===== src/rtl/cpxalu_pkg.sv =====
// Shared constants, codes and types of the complex accumulator ALU.
package cpxalu_pkg;

   localparam int DATA_WIDTH_DEF    = 32;
   localparam int FRACTION_BITS_DEF = 16;
   localparam int FIELD_WIDTH       = 32;
   localparam int OP_WIDTH          = 3;
   localparam int STATUS_WIDTH      = 2;

   localparam logic [OP_WIDTH-1:0] OP_LOAD = 3'd0;
   localparam logic [OP_WIDTH-1:0] OP_ADD  = 3'd1;
   localparam logic [OP_WIDTH-1:0] OP_SUB  = 3'd2;
   localparam logic [OP_WIDTH-1:0] OP_MUL  = 3'd3;
   localparam logic [OP_WIDTH-1:0] OP_DIV  = 3'd4;

   localparam logic [STATUS_WIDTH-1:0] STATUS_OK      = 2'd0;
   localparam logic [STATUS_WIDTH-1:0] STATUS_SAT     = 2'd1;
   localparam logic [STATUS_WIDTH-1:0] STATUS_DIVZERO = 2'd2;

   typedef struct packed {
      logic done;
      logic overflow;
   } div_status_type;

endpackage


===== src/rtl/complex_accumulator_alu.sv =====
// Complex accumulator ALU: keeps a signed fixed-point complex accumulator (DATA_WIDTH bits,
// FRACTION_BITS fraction bits) and applies load, add, subtract, multiply or divide with each
// request transaction, answering with the new accumulator and a status (ok, saturated, divide
// by zero). One request is worked on at a time; req_ready is high only while idle, and a
// finished response may still be waiting on rsp_ready while the next request is taken. Load,
// add, subtract and unused codes are worked out in the decode state; multiply runs four products
// through the one shared DATA_WIDTH x DATA_WIDTH multiplier; divide runs six products for the
// denominator and numerators and two passes of the bit-serial divider, one quotient bit a cycle.
// Divide by zero is caught before any product.
module complex_accumulator_alu #(
   parameter int DATA_WIDTH    = cpxalu_pkg::DATA_WIDTH_DEF,
   parameter int FRACTION_BITS = cpxalu_pkg::FRACTION_BITS_DEF
) (
   input  logic                                        clock,
   input  logic                                        reset,
   input  logic                                        req_valid,
   output logic                                        req_ready,
   input  logic        [cpxalu_pkg::OP_WIDTH-1:0]      req_operation,
   input  logic signed [cpxalu_pkg::FIELD_WIDTH-1:0]   req_operand_real,
   input  logic signed [cpxalu_pkg::FIELD_WIDTH-1:0]   req_operand_imag,
   output logic                                        rsp_valid,
   input  logic                                        rsp_ready,
   output logic signed [cpxalu_pkg::FIELD_WIDTH-1:0]   rsp_result_real,
   output logic signed [cpxalu_pkg::FIELD_WIDTH-1:0]   rsp_result_imag,
   output logic        [cpxalu_pkg::STATUS_WIDTH-1:0]  rsp_status
);

   localparam int DW     = DATA_WIDTH;
   localparam int NW     = 2 * DATA_WIDTH;
   localparam int STEP_W = 3;
   localparam logic [STEP_W-1:0] STEP_LAST_MUL = 3'd3;
   localparam logic [STEP_W-1:0] STEP_LAST_DIV = 3'd5;

   typedef enum logic [2:0] {
      ST_IDLE,
      ST_DECODE,
      ST_PROD,
      ST_ACCUM,
      ST_DIVIDE,
      ST_FINISH
   } state_type;

   // Saturate a wide signed sum to DW bits; the top bit of the result flags saturation.
   function automatic logic [DW:0] sat_wide(input logic signed [NW:0] v);
      logic same;
      same = (v[NW:DW-1] == {(NW-DW+2){v[NW]}});
      if (same)
         return {1'b0, v[DW-1:0]};
      else if (v[NW])
         return {1'b1, 1'b1, {(DW-1){1'b0}}};
      else
         return {1'b1, 1'b0, {(DW-1){1'b1}}};
   endfunction

   // Apply the sign to a quotient magnitude and saturate; top bit flags saturation.
   function automatic logic [DW:0] quo_sat(input logic [DW:0] q, input logic ovf,
                                           input logic neg);
      logic sat;
      if (neg) begin
         sat = ovf | q[DW] | (q[DW-1] & (|q[DW-2:0]));
         return sat ? {1'b1, 1'b1, {(DW-1){1'b0}}} : {1'b0, -q[DW-1:0]};
      end else begin
         sat = ovf | q[DW] | q[DW-1];
         return sat ? {1'b1, 1'b0, {(DW-1){1'b1}}} : {1'b0, q[DW-1:0]};
      end
   endfunction

   state_type                              state_ff, state_in;
   logic [cpxalu_pkg::OP_WIDTH-1:0]        op_ff, op_in;
   logic signed [DW-1:0]                   cr_ff, cr_in;
   logic signed [DW-1:0]                   ci_ff, ci_in;
   logic signed [DW-1:0]                   acc_real_ff, acc_real_in;
   logic signed [DW-1:0]                   acc_imag_ff, acc_imag_in;
   logic signed [DW-1:0]                   nr_ff, nr_in;
   logic signed [DW-1:0]                   ni_ff, ni_in;
   logic                                   sat_ff, sat_in;
   logic                                   dz_ff, dz_in;
   logic [STEP_W-1:0]                      step_ff, step_in;
   logic signed [NW-1:0]                   prod_ff, prod_in;
   logic signed [NW:0]                     sum_ff, sum_in;
   logic [NW-1:0]                          den_ff, den_in;
   logic signed [NW:0]                     numr_ff, numr_in;
   logic signed [NW:0]                     numi_ff, numi_in;
   logic                                   part_ff, part_in;
   logic                                   div_start_ff, div_start_in;
   logic                                   rsp_valid_ff, rsp_valid_in;
   logic [cpxalu_pkg::STATUS_WIDTH-1:0]    status_ff, status_in;

   logic signed [DW-1:0]                   mul_a, mul_b;
   logic signed [NW-1:0]                   term;
   logic signed [NW:0]                     term_ext, total;
   logic                                   sub_term;
   logic [DW:0]                            sat_res, quo_res;
   logic [NW-1:0]                          div_num;
   logic                                   div_neg;
   logic [DW:0]                            div_quo;
   cpxalu_pkg::div_status_type             div_stat;

   // operand schedule of the shared multiplier
   always_comb begin
      mul_a = cr_ff;
      mul_b = cr_ff;
      if (op_ff == cpxalu_pkg::OP_MUL) begin
         unique case (step_ff)
            3'd0:    begin mul_a = acc_real_ff; mul_b = cr_ff; end
            3'd1:    begin mul_a = acc_imag_ff; mul_b = ci_ff; end
            3'd2:    begin mul_a = acc_real_ff; mul_b = ci_ff; end
            default: begin mul_a = acc_imag_ff; mul_b = cr_ff; end
         endcase
      end else begin
         unique case (step_ff)
            3'd0:    begin mul_a = cr_ff;       mul_b = cr_ff; end
            3'd1:    begin mul_a = ci_ff;       mul_b = ci_ff; end
            3'd2:    begin mul_a = acc_real_ff; mul_b = cr_ff; end
            3'd3:    begin mul_a = acc_imag_ff; mul_b = ci_ff; end
            3'd4:    begin mul_a = acc_imag_ff; mul_b = cr_ff; end
            default: begin mul_a = acc_real_ff; mul_b = ci_ff; end
         endcase
      end
   end

   assign prod_in  = NW'(mul_a) * NW'(mul_b);
   assign term     = (op_ff == cpxalu_pkg::OP_MUL) ? (prod_ff >>> FRACTION_BITS) : prod_ff;
   assign term_ext = (NW+1)'(term);
   assign sub_term = ((op_ff == cpxalu_pkg::OP_MUL) && (step_ff == 3'd1)) ||
                     ((op_ff == cpxalu_pkg::OP_DIV) && (step_ff == STEP_LAST_DIV));
   assign total    = !step_ff[0] ? term_ext :
                     (sub_term ? sum_ff - term_ext : sum_ff + term_ext);
   assign sat_res  = sat_wide(total);

   assign div_neg = part_ff ? numi_ff[NW] : numr_ff[NW];
   assign div_num = part_ff ? (numi_ff[NW] ? NW'(-numi_ff) : numi_ff[NW-1:0]) :
                              (numr_ff[NW] ? NW'(-numr_ff) : numr_ff[NW-1:0]);
   assign quo_res = quo_sat(div_quo, div_stat.overflow, div_neg);

   cpxalu_div #(
      .DATA_WIDTH    (DATA_WIDTH),
      .FRACTION_BITS (FRACTION_BITS)
   ) u_div (
      .clock (clock),
      .reset (reset),
      .start (div_start_ff),
      .num   (div_num),
      .den   (den_ff),
      .quo   (div_quo),
      .stat  (div_stat)
   );

   always_comb begin
      logic [DW:0] s_r, s_i;
      state_in     = state_ff;
      op_in        = op_ff;
      cr_in        = cr_ff;
      ci_in        = ci_ff;
      acc_real_in  = acc_real_ff;
      acc_imag_in  = acc_imag_ff;
      nr_in        = nr_ff;
      ni_in        = ni_ff;
      sat_in       = sat_ff;
      dz_in        = dz_ff;
      step_in      = step_ff;
      sum_in       = sum_ff;
      den_in       = den_ff;
      numr_in      = numr_ff;
      numi_in      = numi_ff;
      part_in      = part_ff;
      div_start_in = 1'b0;
      rsp_valid_in = rsp_valid_ff && !rsp_ready;
      status_in    = status_ff;
      s_r          = '0;
      s_i          = '0;

      unique case (state_ff)
         ST_IDLE: begin
            if (req_valid) begin
               op_in    = req_operation;
               cr_in    = req_operand_real[DW-1:0];
               ci_in    = req_operand_imag[DW-1:0];
               state_in = ST_DECODE;
            end
         end
         ST_DECODE: begin
            sat_in  = 1'b0;
            dz_in   = 1'b0;
            step_in = '0;
            nr_in   = acc_real_ff;
            ni_in   = acc_imag_ff;
            unique case (op_ff)
               cpxalu_pkg::OP_LOAD: begin
                  nr_in    = cr_ff;
                  ni_in    = ci_ff;
                  state_in = ST_FINISH;
               end
               cpxalu_pkg::OP_ADD: begin
                  s_r      = sat_wide((NW+1)'(acc_real_ff) + (NW+1)'(cr_ff));
                  s_i      = sat_wide((NW+1)'(acc_imag_ff) + (NW+1)'(ci_ff));
                  nr_in    = s_r[DW-1:0];
                  ni_in    = s_i[DW-1:0];
                  sat_in   = s_r[DW] | s_i[DW];
                  state_in = ST_FINISH;
               end
               cpxalu_pkg::OP_SUB: begin
                  s_r      = sat_wide((NW+1)'(acc_real_ff) - (NW+1)'(cr_ff));
                  s_i      = sat_wide((NW+1)'(acc_imag_ff) - (NW+1)'(ci_ff));
                  nr_in    = s_r[DW-1:0];
                  ni_in    = s_i[DW-1:0];
                  sat_in   = s_r[DW] | s_i[DW];
                  state_in = ST_FINISH;
               end
               cpxalu_pkg::OP_MUL: begin
                  state_in = ST_PROD;
               end
               cpxalu_pkg::OP_DIV: begin
                  if ((cr_ff == '0) && (ci_ff == '0)) begin
                     dz_in    = 1'b1;
                     state_in = ST_FINISH;
                  end else begin
                     state_in = ST_PROD;
                  end
               end
               default: begin
                  state_in = ST_FINISH;
               end
            endcase
         end
         ST_PROD: begin
            state_in = ST_ACCUM;
         end
         ST_ACCUM: begin
            sum_in   = total;
            state_in = ST_PROD;
            step_in  = step_ff + STEP_W'(1);
            if (step_ff[0]) begin
               if (op_ff == cpxalu_pkg::OP_MUL) begin
                  sat_in = sat_ff | sat_res[DW];
                  if (step_ff == STEP_LAST_MUL) begin
                     ni_in    = sat_res[DW-1:0];
                     state_in = ST_FINISH;
                  end else begin
                     nr_in = sat_res[DW-1:0];
                  end
               end else begin
                  priority if (step_ff == 3'd1) begin
                     den_in = total[NW-1:0];
                  end else if (step_ff == 3'd3) begin
                     numr_in = total;
                  end else begin
                     numi_in      = total;
                     part_in      = 1'b0;
                     div_start_in = 1'b1;
                     state_in     = ST_DIVIDE;
                  end
               end
            end
         end
         ST_DIVIDE: begin
            if (div_stat.done) begin
               sat_in = sat_ff | quo_res[DW];
               if (!part_ff) begin
                  nr_in        = quo_res[DW-1:0];
                  part_in      = 1'b1;
                  div_start_in = 1'b1;
               end else begin
                  ni_in    = quo_res[DW-1:0];
                  state_in = ST_FINISH;
               end
            end
         end
         ST_FINISH: begin
            // wait until the response register is free or being emptied
            if (!rsp_valid_ff || rsp_ready) begin
               acc_real_in  = nr_ff;
               acc_imag_in  = ni_ff;
               rsp_valid_in = 1'b1;
               priority if (dz_ff)
                  status_in = cpxalu_pkg::STATUS_DIVZERO;
               else if (sat_ff)
                  status_in = cpxalu_pkg::STATUS_SAT;
               else
                  status_in = cpxalu_pkg::STATUS_OK;
               state_in = ST_IDLE;
            end
         end
         default: begin
            state_in = ST_IDLE;
         end
      endcase
   end

   always_ff @(posedge clock) begin
      if (reset) begin
         state_ff     <= ST_IDLE;
         acc_real_ff  <= '0;
         acc_imag_ff  <= '0;
         div_start_ff <= 1'b0;
         rsp_valid_ff <= 1'b0;
         status_ff    <= cpxalu_pkg::STATUS_OK;
         step_ff      <= '0;
      end else begin
         state_ff     <= state_in;
         acc_real_ff  <= acc_real_in;
         acc_imag_ff  <= acc_imag_in;
         div_start_ff <= div_start_in;
         rsp_valid_ff <= rsp_valid_in;
         status_ff    <= status_in;
         step_ff      <= step_in;
      end
      op_ff   <= op_in;
      cr_ff   <= cr_in;
      ci_ff   <= ci_in;
      nr_ff   <= nr_in;
      ni_ff   <= ni_in;
      sat_ff  <= sat_in;
      dz_ff   <= dz_in;
      prod_ff <= prod_in;
      sum_ff  <= sum_in;
      den_ff  <= den_in;
      numr_ff <= numr_in;
      numi_ff <= numi_in;
      part_ff <= part_in;
   end

   assign req_ready       = (state_ff == ST_IDLE);
   assign rsp_valid       = rsp_valid_ff;
   assign rsp_result_real = cpxalu_pkg::FIELD_WIDTH'(acc_real_ff);
   assign rsp_result_imag = cpxalu_pkg::FIELD_WIDTH'(acc_imag_ff);
   assign rsp_status      = status_ff;

   a_rsp_from_finish: assert property (@(posedge clock) disable iff (reset)
      $rose(rsp_valid_ff) |-> $past(state_ff == ST_FINISH))
      else $error("response raised outside the finish state");

   a_div_done_state: assert property (@(posedge clock) disable iff (reset)
      div_stat.done |-> (state_ff == ST_DIVIDE))
      else $error("divider finished while sequencer not waiting on it");

   a_step_range: assert property (@(posedge clock) disable iff (reset)
      ((state_ff == ST_PROD) || (state_ff == ST_ACCUM)) |-> (step_ff <= STEP_LAST_DIV))
      else $error("product step out of range");

   a_dz_no_change: assert property (@(posedge clock) disable iff (reset)
      (state_ff == ST_FINISH) && dz_ff |-> (nr_ff == acc_real_ff) && (ni_ff == acc_imag_ff))
      else $error("divide by zero would change the accumulator");

endmodule


===== src/rtl/cpxalu_div.sv =====
// Radix-2 restoring divider: floor(num * 2^FRACTION_BITS / den), one bit a cycle.
module cpxalu_div #(
   parameter int DATA_WIDTH    = cpxalu_pkg::DATA_WIDTH_DEF,
   parameter int FRACTION_BITS = cpxalu_pkg::FRACTION_BITS_DEF
) (
   input  logic                         clock,
   input  logic                         reset,
   input  logic                         start,
   input  logic [2*DATA_WIDTH-1:0]      num,
   input  logic [2*DATA_WIDTH-1:0]      den,
   output logic [DATA_WIDTH:0]          quo,
   output cpxalu_pkg::div_status_type   stat
);

   localparam int NW = 2 * DATA_WIDTH;
   localparam int LW = NW + FRACTION_BITS;
   localparam int CW = $clog2(LW + 1);

   logic                  busy_ff, busy_in;
   logic                  done_ff, done_in;
   logic                  ovf_ff, ovf_in;
   logic [LW-1:0]         dvd_ff, dvd_in;
   logic [NW-1:0]         rem_ff, rem_in;
   logic [NW-1:0]         den_ff, den_in;
   logic [DATA_WIDTH:0]   quo_ff, quo_in;
   logic [CW-1:0]         cnt_ff, cnt_in;
   logic [NW:0]           shifted;
   logic [NW+1:0]         diff;
   logic                  fits;

   assign shifted = {rem_ff, dvd_ff[LW-1]};
   assign diff    = {1'b0, shifted} - {2'b00, den_ff};
   assign fits    = !diff[NW+1];

   always_comb begin
      busy_in = busy_ff;
      done_in = 1'b0;
      ovf_in  = ovf_ff;
      dvd_in  = dvd_ff;
      rem_in  = rem_ff;
      den_in  = den_ff;
      quo_in  = quo_ff;
      cnt_in  = cnt_ff;
      if (start) begin
         busy_in = 1'b1;
         ovf_in  = 1'b0;
         dvd_in  = LW'(num) << FRACTION_BITS;
         rem_in  = '0;
         den_in  = den;
         quo_in  = '0;
         cnt_in  = CW'(LW);
      end else if (busy_ff) begin
         rem_in = fits ? diff[NW-1:0] : shifted[NW-1:0];
         dvd_in = dvd_ff << 1;
         // a one pushed out of the quotient register means the result is far out of range
         ovf_in = ovf_ff | quo_ff[DATA_WIDTH];
         quo_in = {quo_ff[DATA_WIDTH-1:0], fits};
         cnt_in = cnt_ff - CW'(1);
         if (cnt_ff == CW'(1)) begin
            busy_in = 1'b0;
            done_in = 1'b1;
         end
      end
   end

   always_ff @(posedge clock) begin
      if (reset) begin
         busy_ff <= 1'b0;
         done_ff <= 1'b0;
      end else begin
         busy_ff <= busy_in;
         done_ff <= done_in;
      end
      ovf_ff <= ovf_in;
      dvd_ff <= dvd_in;
      rem_ff <= rem_in;
      den_ff <= den_in;
      quo_ff <= quo_in;
      cnt_ff <= cnt_in;
   end

   assign quo           = quo_ff;
   assign stat.done     = done_ff;
   assign stat.overflow = ovf_ff;

   a_start_idle: assert property (@(posedge clock) disable iff (reset)
      start |-> !busy_ff)
      else $error("divider started while busy");

   a_done_ends: assert property (@(posedge clock) disable iff (reset)
      done_ff |-> !busy_ff)
      else $error("divider done while still busy");

   a_rem_below: assert property (@(posedge clock) disable iff (reset)
      busy_ff |-> (rem_ff < den_ff))
      else $error("partial remainder not below divisor");

   a_done_pulse: assert property (@(posedge clock) disable iff (reset)
      done_ff |=> !done_ff)
      else $error("divider done held for more than one cycle");

endmodule


===== config.mk =====
export PLATFORM = sky130hd
export DESIGN_NAME = complex_accumulator_alu
export DESIGN_NICKNAME = d
export VERILOG_FILES = /design/src/rtl/cpxalu_pkg.sv /design/src/rtl/complex_accumulator_alu.sv /design/src/rtl/cpxalu_div.sv
export SDC_FILE = /design/constraint.sdc
export NUM_CORES = 2
export LEC_CHECK = 0
export ABC_AREA = 1
export BUFFER_PORTS_ARGS = -buffer_cell sky130_fd_sc_hd__buf_2
export CORE_ASPECT_RATIO = 2
export CORE_MARGIN = 2
export CORE_UTILIZATION = 50
export DETAILED_ROUTE_END_ITERATION = 10
export GPL_TIMING_DRIVEN = 1
export PLACE_DENSITY = 0.68
export SLEW_MARGIN = 10
export SYNTH_ARGS = -nofsm -noshare
export SYNTH_HDL_FRONTEND = slang
export SYNTH_SLANG_ARGS = --single-unit
export TNS_END_PERCENT = 5

===== constraint.sdc =====
create_clock -name clock -period 9.1 [get_ports clock]
set_input_delay 0.455 -clock clock [delete_from_list [all_inputs] [get_ports clock]]
set_output_delay 0.455 -clock clock [all_outputs]
set_load 0.1 [all_outputs]

==> out/qor.csv <==
metric;value;unit
Least-Margin Pin Slew;1.47;ns
Place WS;0.0383;ns
FFs w/ async S/R, synth;0;
Die Width;306;um
Final WS setup;0.0206;ns
layout cells sized above 1;0.0901;
Hold Startpoint;req_operation[0];
CTS tree;done;
Seq/Total Area, Yosys;0.225;
Yosys reg bits;766;
aggregate routed wire length;405000;um
grt total ovfl;0;
CP endpoint kind;register;
IO Count;139;
Area Overhead vs Synth;12.4;%
routed via count;85900;
Cells after Synth;11900;
Hold Path Class;input pin to register;
Final Setup Violations;0;
fin crit period;9.08;ns
DRC;0;
slowest stage delay, CP;0.57;ns
synth cell count leaders;inv_1, nand2_1, nor2_1;
Layout Cell Area excl Fill;103000;um^2
Critical R2R Launch;op_ff[2]$_DFFE_PP_;
Slew HR;0.0232;
Clock Skew;0.0772;ns
maxcap violations;0;
clock latency on the worst-skew pair;0.73;ns
DP Wirelength;332000;um
Clock Path Buffers;3;
count leader, synth;inv_1;
routability cong.;1.09;
fraction of synthesized cell area in xor and xnor cells;0.0346;
fraction of synthesized area in multiplexers;0;
maximum fanout along the worst path;58;
share of the synthesized area in the top cell type;0.238;
Yosys top cell by area;fa_1;
fillcell total;17400;
Root Driver;clkbuf_16;
# clock sinks;766;
drt pass-1 iters;9;
antenna violations before repair;30;
Critical Path RT;9.50;ns
run status;finished clean;
syn_area_per_cell;7.66;um^2
Die Ht;609;um
RSZ-0062 raised after global routing;yes;
Max Freq;0.110;GHz
DR vias/cell;5.79;
num rows;222;
number of distinct library cells after synthesis;68;
r2r worst-path depth;31;
Cell Count, Final, Fillers Out;14800;
syn_nets;13500;
Post-synth EDFFs;521;
Post-synth top flop;edfxtp_1;
Starting Density;0.502;
Compound-Gate Fraction of Synth Area;0.123;
largest net degree at the start of global routing;96;
antenna viol nets, final;0;
vias in the first global route;85300;
Critical-path top delay cell;o21ai_0;
final period utilization;0.998;
1st-iter DRT viols;8959;
total track usage;0.431;
Post-Syn Area;91400;um^2
Fin. Hold Viols;0;
Reg clk slew, reported paths;0.07;ns
hold depth;1;
I/O Buffers;138;
H-tree Lvls;3;
beginning of the critical path;op_ff[2]$_DFFE_PP_;
WL per Instance;27.3;um
post-place instance area;99000;um^2
synth warn;0;
CP arrival;9.48;ns
Crit Path Class;register to register;
top cells by area, synth;fa_1, edfxtp_1, inv_1;
placeable core region;182000;um^2
Slew Viols, Final;0;
element type at the critical path start;register;
first-pass GRT wire length;580000;um
Hold Worst Slack;0.0456;ns
main combinational cell family by area after synthesis;adder cells;
adder-cell share of the synthesized area;0.300;
die area;186000;um^2
simple-gate portion of the synthesized area;0.201;
nets@finish;14000;
Post-Place Cells;14600;
Critical Path Most Common Cell;nand2_1;
Num CTS Buffers;76;
-- registers in the layout, summed over array words and instances (netlist names), 33 cells and up --
| name | flops |
|---|---|
| numi_ff | 65 |
| numr_ff | 65 |
| sum_ff | 65 |
| den_ff | 64 |
| prod_ff | 64 |
| u_div.den_ff | 64 |
| u_div.dvd_ff | 64 |
| u_div.rem_ff | 64 |
| u_div.quo | 33 |
-- layout by cell type (no fill, tap or decap), drive strengths merged, types with 25 or more instances in the layout --
| cell type | netlist | layout |
|---|---|---|
| inv | 2325 | 2341 |
| nand2 | 2200 | 2200 |
| nor2 | 1450 | 1450 |
| fa | 1088 | 1088 |
| a21oi | 791 | 791 |
| buf | 62 | 789 |
| o21ai | 659 | 659 |
| edfxtp | 521 | 521 |
| nand3 | 512 | 513 |
| ha | 451 | 451 |
| xor2 | 272 | 272 |
| dfxtp | 245 | 245 |
| a31oi | 127 | 127 |
| nor3 | 103 | 103 |
| clkbuf | 408 | 96 |
| xnor2 | 89 | 89 |
| nand4 | 80 | 80 |
| o22ai | 77 | 77 |
| dlygate4sd3 | 0 | 62 |
| nor4 | 58 | 58 |
| o211ai | 57 | 57 |
| o31ai | 48 | 48 |
| o21bai | 37 | 37 |
| clkinv | 21 | 36 |
| o21a | 31 | 31 |
| a32oi | 29 | 29 |
| a21o | 28 | 28 |
| a21boi | 25 | 25 |
-- final timing paths --
path                                                    to  slack (ns)
worst max-delay path                   ni_ff[22]$_DFFE_PP_        0.02
worst min-delay path                    op_ff[0]$_DFFE_PP_        0.05
worst max register to register         ni_ff[22]$_DFFE_PP_        0.02
worst min register to register  u_div.den_ff[53]$_DFFE_PP_        0.40
-- metrics by stage --
| step | util | setup TNS (ns) |
|---|---|---|
| floorplan | - | 0 |
| global placement | 0.543 | 0 |
| detailed placement | 0.543 | 0 |
| CTS | 0.562 | 0 |
| global route | 0.564 | -0.0418 |
| finish | 0.564 | 0 |
-- worst max-delay path, delay by kind of cell (launching register included) --
kind | cells | cell delay [ns]
AOI/OAI and AO/OA | 1 | 0.57
and+or+nand+nor | 24 | 5.71
DFF | 1 | 0.52
buffers and inverters | 4 | 1.14
xor gates and xnor gates | 1 | 0.24
adders and majority gates | 1 | 0.45
-- layer usage --
layer	share of wire	global-route usage
met2	0.45	0.680
met3	0.093	0.103
met1	0.35	0.485
met5	0.00035	0
met4	0.11	0.387
-- cell type report --
| type | instances | area, um^2 | share of cell area |
|---|---|---|---|
| sequential | 766 | 20600 | 0.200 |
| inverter | 2346 | 8830 | 0.0860 |
| timing repair buffer | 852 | 7020 | 0.0683 |
| antenna | 22 | 55.1 | 0.000536 |
| clock buffer | 95 | 2060 | 0.0200 |
| multi-input combinational | 8351 | 60600 | 0.590 |
| clock inverter | 47 | 601 | 0.00585 |
| tap | 2352 | 2940 | 0.0287 |
-- timing repair --
| action | in CTS | in global routing |
|---|---|---|
| resized for setup | 0 | 63 |
| pin swaps | 0 | 3 |
| setup endpoints to repair | 2 | 87 |
| setup buffers | 6 | 6 |
| hold endpoints to repair | 62 | 0 |
| cloned | 1 | 0 |
| hold buffers | 62 | 0 |
-- cells by family (layout without fill, tap and decap cells) --
family	after synthesis	after routing
and+or+nand+nor	4459	4460
xor gates and xnor gates	361	361
other	0	22
buffers and inverters	2816	3340
AOI/OAI and AO/OA	1991	1991
adders and majority gates	1539	1539
DFF	766	766
Power is left out: the tool's default activity adds up to more than one toggle a clock period on the data nets, which glitch-free logic cannot reach.
